### src/design/sfra_pkg.sv
// Shared types and constants for the serial frame register access block.
// No dependencies.
`default_nettype none
package sfra_pkg;

  localparam int unsigned WINDOW_WORDS = 31;
  localparam int unsigned IDX_W        = $clog2(WINDOW_WORDS);
  localparam int unsigned WORD_W       = 16;

  localparam logic [15:0] WINDOW_BASE = 16'h0BB0;
  localparam logic [15:0] WINDOW_SPAN = 16'(2 * WINDOW_WORDS);
  localparam logic [15:0] SWITCH_ADDR = 16'h0BE4;

  localparam logic [7:0] ACK_BYTE = 8'hAA;
  localparam logic [7:0] ACK_TAIL = 8'h55;
  localparam logic [7:0] OP_READ  = 8'h01;
  localparam logic [7:0] OP_WRITE = 8'h00;
  localparam logic [7:0] SW_ON    = 8'h01;
  localparam logic [7:0] SW_OFF   = 8'h00;

  localparam logic [2:0] POS_FIRST_KEPT = 3'd1;
  localparam logic [2:0] POS_LAST_KEPT  = 3'd5;
  localparam logic [2:0] POS_DECODE     = 3'd6;
  localparam logic [2:0] POS_LAST       = 3'd7;

  typedef enum logic [1:0] {
    ST_IDLE = 2'b01,
    ST_READ = 2'b10
  } state_e;

  typedef struct packed {
    logic       tx_valid;
    logic [7:0] tx_byte;
    logic       switch_position;
    logic       softstart_pulse;
    logic       reference_clear_pulse;
  } result_t;

endpackage
`default_nettype wire

### src/design/sfra_ram.sv
// Generic single-port-write, single-port-read RAM with registered read data.
// No dependencies.
`default_nettype none
module sfra_ram #(
  parameter int unsigned WIDTH = 16,
  parameter int unsigned DEPTH = 32,
  localparam int unsigned AW   = (DEPTH > 1) ? $clog2(DEPTH) : 1
) (
  input  wire logic             clk_i,
  input  wire logic             we_i,
  input  wire logic [AW-1:0]    waddr_i,
  input  wire logic [WIDTH-1:0] wdata_i,
  input  wire logic             re_i,
  input  wire logic [AW-1:0]    raddr_i,
  output logic      [WIDTH-1:0] rdata_o
);

  logic [WIDTH-1:0] mem_q [DEPTH];
  logic [WIDTH-1:0] rdata_q;

  always_ff @(posedge clk_i) begin
    if (we_i) begin
      mem_q[waddr_i] <= wdata_i;
    end
    if (re_i) begin
      rdata_q <= mem_q[raddr_i];
    end
  end

  assign rdata_o = rdata_q;

endmodule
`default_nettype wire

### src/design/serial_frame_register_access.sv
// Serial frame register access: 8-byte command frames, echo, decode and reply.
// Depends on sfra_pkg and sfra_ram.
//
// Each received byte gives one result word. Byte 6 decodes the frame; for a read
// of the window the result comes from the ST_READ state, after the registered read
// of the 31 x 16 word store RAM, and no new byte is taken in that state. A word
// that was never written reads as zero through a per-entry written flag, so no
// clearing pass runs after reset. A result waits in an output register, and the
// next byte is taken in the same cycle that register is emptied.
`default_nettype none
module serial_frame_register_access
  import sfra_pkg::*;
(
  input  wire logic       clk_i,
  input  wire logic       rst_ni,
  input  wire logic       in_valid_i,
  output logic            in_stall_o,
  input  wire logic [7:0] rx_byte_i,
  output logic            out_valid_o,
  input  wire logic       out_stall_i,
  output logic            tx_valid_o,
  output logic      [7:0] tx_byte_o,
  output logic            switch_position_o,
  output logic            softstart_pulse_o,
  output logic            reference_clear_pulse_o
);

  state_e             state_q, state_d;
  logic [2:0]         pos_q;
  logic [7:0]         frame_q [1:5];
  logic [7:0]         held_q, held_d;
  logic               switch_q, switch_d;
  logic [WINDOW_WORDS-1:0] written_q;
  logic               rd_hit_q;
  logic               out_valid_q;
  result_t            res_q, res_d;
  logic               load_out;

  logic               accept, out_free;
  logic [15:0]        addr, diff;
  logic [7:0]         op;
  logic               in_win;
  logic [IDX_W-1:0]   idx;
  logic               ram_we, ram_re;
  logic [WORD_W-1:0]  ram_rdata, rd_word;

  assign out_free   = !out_valid_q || !out_stall_i;
  assign in_stall_o = (state_q != ST_IDLE) || !out_free;
  assign accept     = in_valid_i && !in_stall_o;

  assign addr   = {frame_q[4], frame_q[3]};
  assign op     = frame_q[5];
  assign diff   = addr - WINDOW_BASE;
  assign in_win = !addr[0] && (addr >= WINDOW_BASE) && (diff < WINDOW_SPAN);
  assign idx    = diff[IDX_W:1];
  assign rd_word = rd_hit_q ? ram_rdata : '0;

  sfra_ram #(
    .WIDTH(WORD_W),
    .DEPTH(WINDOW_WORDS)
  ) u_word_ram (
    .clk_i  (clk_i),
    .we_i   (ram_we),
    .waddr_i(idx),
    .wdata_i({frame_q[2], frame_q[1]}),
    .re_i   (ram_re),
    .raddr_i(idx),
    .rdata_o(ram_rdata)
  );

  always_comb begin
    state_d  = state_q;
    held_d   = held_q;
    switch_d = switch_q;
    ram_we   = 1'b0;
    ram_re   = 1'b0;
    load_out = 1'b0;
    res_d    = '0;
    case (state_q)
      ST_IDLE: begin
        if (accept) begin
          load_out       = 1'b1;
          res_d.tx_valid = 1'b1;
          case (pos_q)
            POS_DECODE: begin
              if (!in_win) begin
                res_d.tx_byte = ACK_BYTE;
                held_d        = ACK_TAIL;
              end else if (op == OP_READ) begin
                load_out = 1'b0;
                ram_re   = 1'b1;
                state_d  = ST_READ;
              end else if (op == OP_WRITE) begin
                if (addr == SWITCH_ADDR) begin
                  if (frame_q[1] == SW_ON) begin
                    switch_d                    = 1'b1;
                    res_d.softstart_pulse       = 1'b1;
                    res_d.reference_clear_pulse = 1'b1;
                  end else if (frame_q[1] == SW_OFF) begin
                    switch_d = 1'b0;
                  end
                end else begin
                  ram_we = 1'b1;
                end
                res_d.tx_byte = ACK_BYTE;
                held_d        = ACK_TAIL;
              end else begin
                res_d.tx_valid = 1'b0;
              end
            end
            POS_LAST: begin
              res_d.tx_byte = held_q;
            end
            default: begin
              res_d.tx_byte = rx_byte_i;
            end
          endcase
        end
      end
      ST_READ: begin
        if (out_free) begin
          load_out       = 1'b1;
          res_d.tx_valid = 1'b1;
          res_d.tx_byte  = rd_word[7:0];
          held_d         = rd_word[15:8];
          state_d        = ST_IDLE;
        end
      end
      default: begin
        state_d = ST_IDLE;
      end
    endcase
    res_d.switch_position = switch_d;
  end

  always_ff @(posedge clk_i or negedge rst_ni) begin
    if (!rst_ni) begin
      state_q     <= ST_IDLE;
      pos_q       <= '0;
      held_q      <= '0;
      switch_q    <= 1'b0;
      written_q   <= '0;
      rd_hit_q    <= 1'b0;
      out_valid_q <= 1'b0;
    end else begin
      state_q  <= state_d;
      held_q   <= held_d;
      switch_q <= switch_d;
      if (accept) begin
        pos_q <= pos_q + 3'd1;
      end
      if (ram_we) begin
        written_q[idx] <= 1'b1;
      end
      if (ram_re) begin
        rd_hit_q <= written_q[idx];
      end
      if (load_out) begin
        out_valid_q <= 1'b1;
      end else if (!out_stall_i) begin
        out_valid_q <= 1'b0;
      end
    end
  end

  always_ff @(posedge clk_i) begin
    if (accept && pos_q >= POS_FIRST_KEPT && pos_q <= POS_LAST_KEPT) begin
      frame_q[pos_q] <= rx_byte_i;
    end
    if (load_out) begin
      res_q <= res_d;
    end
  end

  assign out_valid_o             = out_valid_q;
  assign tx_valid_o              = res_q.tx_valid;
  assign tx_byte_o               = res_q.tx_byte;
  assign switch_position_o       = res_q.switch_position;
  assign softstart_pulse_o       = res_q.softstart_pulse;
  assign reference_clear_pulse_o = res_q.reference_clear_pulse;

endmodule
`default_nettype wire

### config.mk
export PLATFORM = sky130hd
export DESIGN_NAME = serial_frame_register_access
export DESIGN_NICKNAME = d
export VERILOG_FILES = /design/src/design/sfra_pkg.sv /design/src/design/sfra_ram.sv /design/src/design/serial_frame_register_access.sv
export SDC_FILE = /design/constraint.sdc
export NUM_CORES = 1
export LEC_CHECK = 0
export ABC_AREA = 1
export BUFFER_PORTS_ARGS = -buffer_cell sky130_fd_sc_hd__buf_2
export CORE_AREA = 2 2 165 288
export CTS_CLUSTER_DIAMETER = 40
export DETAILED_ROUTE_END_ITERATION = 16
export DIE_AREA = 0 0 167 290
export HOLD_SLACK_MARGIN = 0.08
export PLACE_DENSITY = 0.67
export SLEW_MARGIN = 40
export SYNTH_ARGS = -nofsm -noshare
export SYNTH_HDL_FRONTEND = slang
export SYNTH_SLANG_ARGS = --single-unit
### constraint.sdc
create_clock -name clk_i -period 6.6 [get_ports clk_i]
set_input_delay 0.33 -clock clk_i [delete_from_list [all_inputs] [get_ports clk_i]]
set_output_delay 0.33 -clock clk_i [all_outputs]
set_load 0.1 [all_outputs]
# == After elaboration in Yosys (flattened, before gate mapping) ==
# Memory sizes are Yosys's and may differ from the RTL's. A register that Yosys moved wholly into a read port is not among the register bits.
# Index checks and enable logic that the tools add are counted.
# word_totals
register_bits,59
ramBits,536
input_bits,12
word_cells,126
n_memories,2
# memory_table
name,depth,word_bits,rd,rd_clocked_by_memory_dff,write_ports,line,source
u_word_ram.mem_q,31,16,1,1,1,sfra_ram.sv:18,logic [WIDTH-1:0] mem_q [DEPTH];
frame_q,5,8,5,0,1,serial_frame_register_access.sv:30,logic [7:0] frame_q [1:5];
# op_classes
n_addsub,2
magnitude_cmp,6
eq_ne,16
mux,62
n_bitwise,7
n_reduce_logical,19
# op_table
operator,n
2-to-1 mux 8 bit,8
2-to-1 mux 1 bit,37
one-hot mux 8 bit (2 select lines),2
OR 31 bit,1
2-to-1 mux 9 bit,3
one-hot mux 9 bit (2 select lines),1
== test 16 x 12 -> 1 bit (second input constant),1
== test 8 x 1 -> 1 bit (second input constant),2
greater-or-equal comparator 16 x 12 -> 1 bit (second input constant),1
zero test 8 bit,2
< comparator 16 x 6 -> 1 bit (second input constant),1
2-to-1 mux 16 bit,1
subtractor 16 x 12 -> 16 bit (second input constant),1
2-to-1 mux 2 bit,6
!= test 2 bit (second input constant),4
OR reduction 7 bit,1
== test 3 bit (second input constant),2
logical AND 1 bit,6
< comparator 5 x 6 -> 1 bit (second input constant),1
!= test 2 x 1 -> 1 bit (second input constant),3
!= test 3 bit (second input constant),2
inverter 1 bit,6
AND reduction 6 bit,1
binary-select mux 1 bit (select 5 bit),1
other kinds (13),18

# == Logic depth before layout (Yosys ltp) ==
# depth
ltp_word,10
ltp_mapped,13
depth_no_buf,13

# == Cells and area by module ==
# A second synthesis with hierarchy kept.
# hier_totals
cells_unflattened,2189
area_unflattened_um2,25349.3
# by_module_without_submodules
mod,instances,cells_per_inst,area_per_inst_um2,seq_area_each_um2
sfra_ram,1,1725,20683.6,15374.7
serial_frame_register_access,1,464,4665.7,2708.8

# == Worst setup path after synthesis ==
# OpenSTA, ideal clock, no wires.
# synth_path
path_type,reg2reg
start,memory frame_q[3][4]
end,memory u_word_ram.mem_q[26][0] (enable)
setup_ns,0.364
t_arrival_ns,2.490
required_time_ns,6.236
setup_slack_ns,3.746
path_stages_with_launch,14
n_path_buf,2
synth_period_minus_slack_ns,2.854
cell_sequence,edfxtp_1 buf_4 clkinv_1 ha_1 nand2_2 nor2_1 nor2_1 nand3_2 nor3_4 nand2_2 nor3_4 buf_6 nand4_1 inv_1
# synth_rtl
item,line
start: declaration,serial_frame_register_access.sv:30
end: declaration,sfra_ram.sv:18

==> results_dict.tcl <==
set metrics [dict create \
    drt-met1-wl_mm 22.1 \
    drtIter0Drc 1621 \
    vias 14300 \
    maxUsedRoutingLayer "met4" \
    arrival_ps 4140 \
    status "complete, no violations" \
    place_congestion 0.916 \
    fin_tns_setup_ps 0 \
    ant_nets 0 \
    synth_edf_count 563 \
    setup_viol 0 \
    yosysMostFrequentCell "edfxtp_1" \
    area_growth_pct 11.0 \
    hold_viol 0 \
    grt_max_degree 91 \
    max_stage_delay_ps 630 \
    cts_htree_levels 2 \
    relSlewSlack_pct 46.2 \
    synth_ff_type "edfxtp_1" \
    nFillCells 3548 \
    first_pass_iters 5 \
    peakVddDrop_mv 0.275 \
    post_route_cells_drive_above_1_share_pct 9.78 \
    placementRows 104 \
    grt_pass1_wl_mm 91.3 \
    synth_top_area_share_pct 71.5 \
    cts_resized 0 \
    setup_ws_ps 2680 \
    wire_per_inst_um 26.5 \
    wl_mm 61.5 \
    critPathLaunchType "register" \
    rsz0062_at_grt "false" \
    grt_pass1_vias 14200 \
    path_max_fanout 39 \
    crit_type "reg -> reg" \
    slowest_stage "nor3_4" \
    postCtsHoldBufs 6 \
    syn_inst 1680 \
    worst_pin_slew_ps 806 \
    drv_slew 0 \
    hp-class "in -> reg" \
    p_per_area_nw_per_um2 311 \
    postCtsSetupBuffers 0 \
    async_reset_ff_share_pct 7.70 \
    cts_tree "built" \
    layout.nets 1719 \
    preCtsSetupSlack_ps 2610 \
    n_antenna_cell 0 \
    start_util_pct 51.5 \
    finalClockSkew_ps 9.70 \
    drc 0 \
    synth-seq-cells 610 \
    ios 26 \
    yosysUniqueCellTypes 38 \
    synth.cells.most_frequent "edfxtp_1 (563), nand2_1 (309), a22oi_1 (163)" \
    yosysWarningCount 0 \
    dieWidth_um 167 \
    total_leakage_power_nw 9.14 \
    synth_area_leaders "edfxtp_1 (71%), a22oi_1 (5.2%), nand2_1 (4.9%), dfrtp_1 (4.9%), nand3_1 (3.0%)" \
    clock_path_buffers 3 \
    die_area_um2 48400 \
    syn_area_um2 23700 \
    period_needed_ps 3920 \
    required_ps 6820 \
    path_clk_slew_ps 70 \
    timing.fmax_mhz 255 \
    wl_met3_mm 3.80 \
    clk_latency_ps 580 \
    grt_overflow 0 \
    route.met2.wl_mm 31.0 \
    hpwl_mm 39.0 \
    synth_seq_area_share_pct 76.5 \
    vias_per_cell 6.17 \
    cts_root_buf "clkbuf_16" \
    port_buffers 25 \
    core_um2 45900 \
    fin_crit_sh_pct 59.4 \
    cp-end-kind "register" \
    maxCapViolCount 0 \
    antenna_found_initial 1 \
    synth_nets 1703 \
    die_h_um 290 \
    grt_use_total_pct 25.3 \
    postSynthAreaPerCell_um2 14.1 \
    cp_cell_sequence "buf_4 > ha_1 > inv_1 > nand2_1 > nand2_1 > nor2_1 > nand3_2 > nor3_4 > nand2_2 > nor3_4 > buf_4 > nand4_1 > inv_1" \
    synth_top_area_cell "edfxtp_1" \
    clock-sinks 610 \
    cts_buffers 52 \
]
[per-stage QoR]
stage / hold slack [ps] / cells / total power [mW] / utilization (%) / area (µm²)
final: 116 / 2321 / 8.18 / 57.2 / 26300
after global routing: 93.8 / 2321 / 8.40 / 57.2 / 26300
after CTS: 83.6 / 2320 / 8.19 / 57.1 / 26200
after detailed placement: 288 / 2218 / 5.04 / 53.0 / 24400
after global placement: 273 / 2217 / 5.03 / 52.9 / 24300
after floorplan: 34.4 / 1680 / 4.78 / - / 23700
[kinds of logic (layout without fill, tap and decap cells)]
family	Yosys count	in the layout	share of synthesized area, %
flops	610	610	76.5
simple gates	591	591	11.6
compound gates	262	262	7.87
buf+inv	206	264	3.54
fa+ha+maj	11	11	0.582
[layout make-up]
type	instances	area, µm²	share of cell area (%)
Sequential cell	610	18100	68.9
Clock inverter	35	413	1.57
Clock buffer	61	1400	5.32
Multi-Input combinational cell	864	4770	18.2
Timing Repair Buffer	60	447	1.70
Tap cell	583	729	2.78
Inverter	108	414	1.58
[sequential cells by signal, indices dropped and copies added, names as in the netlist]
signal / count
held_q: 8
pos_q: 3
switch_q: 1
softstart_pulse_o: 1
state_q: 2
out_valid_o: 1
written_q: 31
tx_valid_o: 1
rd_hit_q: 1
u_word_ram.rdata_o: 16
u_word_ram.mem_q: 496
tx_byte_o: 8
switch_position_o: 1
frame_q: 40
[placed cells by master (no fill, tap or decap), types with 5 or more instances in the layout]
cell / instances
edfxtp_1: 563
nand2_1: 309
a22oi_1: 163
nand3_1: 140
inv_1: 102
nand4_1: 88
clkbuf_16: 53
dfrtp_1: 46
a21oi_1: 28
nor2_1: 27
buf_2: 25
buf_4: 25
o21ai_0: 19
a31oi_1: 16
a32oi_1: 14
ha_1: 10
clkinv_2: 9
bufinv_16: 7
clkinv_1: 6
clkinvlp_4: 6
dlygate4sd3_1: 6
o211ai_1: 5
nand4_2: 5
[path summary, 6_finish.rpt]
path                                      startpoint                                 to  slack [ps]  cells after the start
max                          frame_q[3][4]$_DFFE_PP_  u_word_ram.mem_q[21][3]$_DFFE_PP_        2680                     13
min                                     rx_byte_i[3]            frame_q[3][3]$_DFFE_PP_         120                      1
max reg2reg                  frame_q[3][4]$_DFFE_PP_  u_word_ram.mem_q[21][3]$_DFFE_PP_        2680                     13
min reg2reg                written_q[23]$_DFFE_PN0P_          written_q[23]$_DFFE_PN0P_         470                      2
max in group asynchronous                     rst_ni          written_q[18]$_DFFE_PN0P_        5510                      3
min in group asynchronous                     rst_ni          written_q[29]$_DFFE_PN0P_         220                      2
[where the power goes]
group	total, mW	switching [mW]	internal, mW
clock	3.20	1.40	1.81
combinational	0.637	0.500	0.136
sequential	4.33	0.0321	4.30
total	8.18	1.93	6.25
[per-layer routing]
layer	vias to the layer above	global-route usage, %
met4	0	16.4
met2	690	43.3
met1	7100	30.2
met5	-	0
li1	6342	-
met3	179	3.01
[critical path: cells and delay by family (launching register included)]
kind | cells | cell delay (ps)
buf+inv | 4 | 1360
flops | 1 | 350
simple gates | 8 | 1550
fa+ha+maj | 1 | 270
Note: power is estimated with default switching activity, not from simulation.
